### src/rtl/core/lcs_pkg.sv
// lcs_pkg: shared types and constants for the longest common subsequence block
// used by lcs_cell and longest_common_subsequence_length; no dependencies
`timescale 1ns / 1ps
`default_nettype none

package lcs_pkg;

  // fixed port widths
  localparam int CMD_W       = 2;
  localparam int SYM_IN_W    = 8;
  localparam int LEN_OUT_W   = 9;
  localparam int LEN_OUT_MAX = 511;

  // parameter defaults
  localparam int DEF_MAX_LEN     = 256;
  localparam int DEF_SYMBOL_BITS = 8;

  // command codes on in_cmd
  typedef enum logic [CMD_W-1:0] {
    CMD_LOAD   = 2'd0,
    CMD_STREAM = 2'd1,
    CMD_FINISH = 2'd2,
    CMD_CLEAR  = 2'd3
  } cmd_t;

  // kind of token moving down the cell chain
  typedef enum logic [1:0] {
    TOK_NONE   = 2'd0,
    TOK_CHAR   = 2'd1,
    TOK_FINISH = 2'd2,
    TOK_CLEAR  = 2'd3
  } tok_kind_t;

  // control part of a token
  typedef struct packed {
    tok_kind_t kind;
    logic      ovf;    // overflow flag captured when the finish was issued
    logic      empty;  // finish issued with an empty first string
  } tok_ctrl_t;

endpackage

`default_nettype wire

### src/rtl/core/lcs_cell.sv
// lcs_cell: one systolic cell holding a first-string character and its match length
// depends on lcs_pkg
`timescale 1ns / 1ps
`default_nettype none

module lcs_cell #(
  parameter int INDEX       = 0,
  parameter int SYMBOL_BITS = lcs_pkg::DEF_SYMBOL_BITS,
  parameter int ROW_W       = 9,
  parameter int IDX_W       = 8
) (
  input  wire                    clk,
  input  wire                    rst_n,
  // character write
  input  wire                    wr_en,
  input  wire  [SYMBOL_BITS-1:0] wr_sym,
  // token from the left neighbor
  input  wire  lcs_pkg::tok_ctrl_t in_ctrl,
  input  wire  [SYMBOL_BITS-1:0] in_sym,
  input  wire  [ROW_W-1:0]       in_left,
  input  wire  [ROW_W-1:0]       in_diag,
  input  wire  [IDX_W-1:0]       in_target,
  // token to the right neighbor
  output lcs_pkg::tok_ctrl_t     out_ctrl,
  output logic [SYMBOL_BITS-1:0] out_sym,
  output logic [ROW_W-1:0]       out_left,
  output logic [ROW_W-1:0]       out_diag,
  output logic [IDX_W-1:0]       out_target,
  // finish report
  output logic                   hit,
  output logic [ROW_W-1:0]       hit_value,
  output logic                   hit_ovf
);

  import lcs_pkg::*;

  logic [SYMBOL_BITS-1:0] ch_r;
  logic [ROW_W-1:0]       row_r, row_nxt;
  logic [ROW_W-1:0]       cand;
  tok_ctrl_t              ctrl_r;
  logic [SYMBOL_BITS-1:0] sym_r;
  logic [ROW_W-1:0]       left_r, diag_r;
  logic [IDX_W-1:0]       target_r;

  // recurrence: diagonal plus one on a match, else larger of left and up
  always_comb begin
    if (ch_r == in_sym) begin
      cand = in_diag + ROW_W'(1);
    end else begin
      cand = (in_left > row_r) ? in_left : row_r;
    end
  end

  // row update per token kind
  always_comb begin
    case (in_ctrl.kind)
      TOK_CHAR:   row_nxt = cand;
      TOK_FINISH: row_nxt = '0;
      TOK_CLEAR:  row_nxt = '0;
      default:    row_nxt = row_r;
    endcase
  end

  // finish report taken before this cell clears
  assign hit       = (in_ctrl.kind == TOK_FINISH) && (in_target == IDX_W'(INDEX));
  assign hit_value = in_ctrl.empty ? '0 : row_r;
  assign hit_ovf   = in_ctrl.ovf;

  // stored character
  always_ff @(posedge clk) begin
    if (wr_en) begin
      ch_r <= wr_sym;
    end
  end

  // match length and token control
  always_ff @(posedge clk) begin
    if (!rst_n) begin
      row_r  <= '0;
      ctrl_r <= '{kind: TOK_NONE, ovf: 1'b0, empty: 1'b0};
    end else begin
      row_r  <= row_nxt;
      ctrl_r <= in_ctrl;
    end
  end

  // token payload toward the next cell
  always_ff @(posedge clk) begin
    sym_r    <= in_sym;
    left_r   <= cand;
    diag_r   <= row_r;
    target_r <= in_target;
  end

  assign out_ctrl   = ctrl_r;
  assign out_sym    = sym_r;
  assign out_left   = left_r;
  assign out_diag   = diag_r;
  assign out_target = target_r;

endmodule

`default_nettype wire
### config.mk
export PLATFORM = sky130hd
export DESIGN_NAME = lcs_cell
export DESIGN_NICKNAME = d
export VERILOG_FILES = /design/src/rtl/core/lcs_pkg.sv /design/src/rtl/core/lcs_cell.sv
export SDC_FILE = /design/constraint.sdc
export NUM_CORES = 1
export LEC_CHECK = 0
export ABC_CLOCK_PERIOD_IN_PS = 2900
export BUFFER_PORTS_ARGS = -buffer_cell sky130_fd_sc_hd__buf_2
export CORE_UTILIZATION = 40
export DETAILED_ROUTE_END_ITERATION = 16
export HOLD_SLACK_MARGIN = 0.15
export PLACE_DENSITY = 0.79
export SLEW_MARGIN = 20
export SYNTH_ARGS = -nofsm -noshare
export SYNTH_HDL_FRONTEND = slang
export SYNTH_SLANG_ARGS = --single-unit
### constraint.sdc
create_clock -name clk -period 2.9 [get_ports clk]
set_input_delay 0.725 -clock clk [delete_from_list [all_inputs] [get_ports clk]]
set_output_delay 0.725 -clock clk [all_outputs]
set_load 0.01 [all_outputs]
# --- After elaboration in Yosys (flattened, before gate mapping) ---
# Cells that the tools add are included.
classes:
  n_lt_le_gt_ge: 1
  n_addsub: 1
  n_eq_ne: 4
  n_mux: 4
  reduce_logical: 4
ops:
  columns: ["cell", "n"]
  rows:
  - ["9-bit 2-to-1 mux", 3]
  - ["9-bit case mux with 2 select lines", 1]
  - ["9-bit by 1-bit adder with 9-bit output (second input constant)", 1]
  - ["9-bit greater-than comparator", 1]
  - ["8-bit == test", 1]
  - ["8-bit zero test", 1]
  - ["2-bit == test (second input constant)", 2]
  - ["2-bit by 1-bit == test with 1-bit output (second input constant)", 1]
  - ["2-bit nonzero test", 1]
  - ["2-bit OR reduction", 1]
  - ["1-bit logical AND", 1]
totals:
  regBits: 55
  wordCells: 23
  output_inout_bits: 49

# --- Logic depth before layout (Yosys ltp) ---
logic_depth:
  ltp_word: 4
  mapped_depth: 10

# --- Worst setup path before layout ---
# No wires, ideal clock.
synth_path:
  path_type: "input -> output"
  from: "in in_ctrl[2] (netlist name)"
  to: "out hit"
  required_time_ns: 2.175
  setup_slack_ns: 0.282
  path_stages: 3
  t_arrival_ns: 1.893
  cell_sequence: "clkbuf_1 > or4b_2 > nor4_1"
synth_via:
  elab_chain_len: 2
synth_rtl:
  columns: ["element", "line", "rtl"]
  rows:
  - ["start: declaration", "lcs_cell.sv:18", "input wire lcs_pkg::tok_ctrl_t in_ctrl,"]
  - ["2-bit == test", "lcs_cell.sv:65", "assign hit = (in_ctrl.kind == TOK_FINISH) && (in_target == IDX_W'(INDEX));"]
  - ["1-bit logical AND", "lcs_cell.sv:65", null]
  - ["end: declaration", "lcs_cell.sv:30", "output logic hit,"]
# No other way between the ends.

# --- Worst setup path in the final report ---
# Ends and elaborated chain as after synthesis.

==> results.tsv <==
metric	value	unit
worst vdd ir	0.365	mV
period utilization	88.7	%
initial DRC count	62	
Async S/R FF share, synth	0	%
Cells after DPL	368	
CTS tree	yes	
part of the power in combinational logic	14.3	%
Syn-to-layout area delta	28.8	%
Top-Level Pins	98	
die area	0.00592	mm2
Yosys top cell area share	41.9	%
fin cells	376	
Fin. Hold Viols	0	
Seq cells post-synth	55	
number of global-route vias before repair	1784	
Post-Syn Nets	265	
Reg2Reg Depth	8	
Power Total	1.58	mW
core area	0.00527	mm2
clock root cell	clkbuf_8	
H-tree depth	2	
TritonCTS buffer count	5	
# diodes	0	
HP Class	flip-flop to flip-flop	
DRT Wirelength	5040	um
min Tclk post-route	2570	ps
CP endpoint kind	primary output	
nets	364	
Die Width	76.9	um
fin. max-slew vios	0	
# resized after CTS	0	
commonest non-fill, non-tap cell in the layout	buf_2	
drt first pass iters	4	
grt ovf	0	
Synth Area per Inst	10.9	um2
Setup Buffers After CTS	0	
via count	1805	
wire per inst	13.4	um
first-pass GRT wire length	8070	um
register area	0.00118	mm2
Worst Path Required	2170	ps
Post-Syn Area	0.00224	mm2
sequential cell fraction of total power	53.0	%
Yosys cell types	40	
critical path class	input port to primary output	
# rows	26	
Starting Density	42.6	%
post-synth top area cell	dfxtp_1	
Critical Path Start Type	input port	
Setup TNS	0	ps
Finished Core Util	54.9	%
All-Layer GR Usage	17.4	%
cell count after synthesis	206	
layout cells sized above 1	40.2	%
P_sw	390	uW
CTS sink cnt	55	
switching share of total power	24.7	%
P_leak	1.33	nW
synth top area cells	dfxtp_1 42%, edfxtp_1 11%, ha_1 5.6%	
EDFF count, synth	8	
Finish-stage setup viols	0	
multi-input logic area	957	um2
fmax	389	MHz
routability cong.	0.853	
Max clock buf depth	2	
largest net degree at the start of global routing	20	
Clock power frac	32.8	%
antenna violations before repair	0	
RSZ-0062 raised after global routing	no	
status	complete, no violations	
total internal power	1.19	mW
fill cell count	511	
vias per cell	4.80	
hpwl dp	3890	um
post-synthesis sequential area ratio	52.6	%
relative slew slack	56.2	%
Clock transition at path regs	100	ps
Die H	76.9	um
WP data arrival	1850	ps
DRC viols	0	
Post-DRT Antenna Nets	0	
input/output buffers	97	
Worst Tran Pin Value	655	ps
clock skew	8.45	ps
crit-path max FO	2	
Yosys warnings	0	
ys flop type	dfxtp_1	
Max-Cap Viols	0	
most frequent cells in the layout	97 x buf_2, 47 x dfxtp_1, 16 x nor2_1, 12 x mux2i_1, 11 x xor2_1	
Power Density	546	mW/mm2
Worst Hold Depth	0	
final hold slack	388	ps
Clock Latency Late Sink	310	ps
Hold Buf Count CTS	0	
[cell families (layout without fill, tap and decap cells)]
logic type	after synthesis	in the layout	share of synthesized area (%)
multiplexers	12	12	5.35
AND/OR/NAND/NOR	65	65	16.4
adder cells (fa/ha/maj)	10	10	5.57
flip-flops	55	55	52.6
buffers and inverters	18	118	4.74
XOR/XNOR	15	15	5.85
AO/OA/AOI/OAI	31	31	9.48
[registers in the layout, summed over array words and instances, names as in the netlist]
signal      count
row_r           9
out_ctrl        4
out_diag        9
out_target      8
out_sym         8
out_left        9
ch_r            8
[cell usage after synthesis (6+ instances only)]
library cell	n
a21oi_1	10
a221o_1	7
dfxtp_1	47
edfxtp_1	8
ha_1	10
inv_1	9
mux2i_1	12
nand2_1	10
nand3_1	8
nor2_1	16
o21ai_0	6
or2b_2	7
xor2_1	11
[routing by layer]
metal	vias up	share of wire, %	routed length [um]	track usage [%]
met3	6	5.4	271	4.17
li1	915	-	-	-
met5	-	0	0	0
met1	828	45	2260	20.1
met2	56	48	2430	31.0
met4	0	1.4	68	6.54
[worst max-delay path, stage by stage]
cell	delay [ps]
buf_2	110
or4b_2	670
nor4_1	170
buf_2	170
[worst paths after layout]
check	startpoint	endpoint	slack (ps)
worst max register to register	row_r[1]	row_r[4]	550
worst min-delay path	row_r[8]	out_diag[8]	390
worst max-delay path	in_ctrl[2]	hit	330
worst min register to register	row_r[8]	out_diag[8]	390
[final cells by class]
type / instances / share of cell area [%]
Multi-Input combinational cell: 133 / 33.1
Sequential cell: 55 / 40.8
Timing Repair Buffer: 101 / 17.8
Clock buffer: 5 / 2.38
Inverter: 9 / 1.17
Tap cell: 70 / 3.03
Clock inverter: 3 / 1.64
[metrics by stage]
stage / cell area [um2] / setup WS [ps]
2_1_floorplan: 2240 / 282
3_3_place_gp: 2780 / 331
3_5_place_dp: 2780 / 202
4_1_cts: 2890 / 315
5_1_grt: 2890 / 261
6_report: 2890 / 329
[power groups by stage]
stage / Sequential [mW] / Clock (mW) / Combinational (mW)
after global placement: 0.854 / 0 / 0.220
after detailed placement: 0.855 / 0 / 0.226
after CTS: 0.837 / 0.527 / 0.227
after floorplan: 0.873 / 0 / 0.103
final: 0.837 / 0.518 / 0.225
after global routing: 0.842 / 0.556 / 0.247
(Power assumes the default switching activity.)
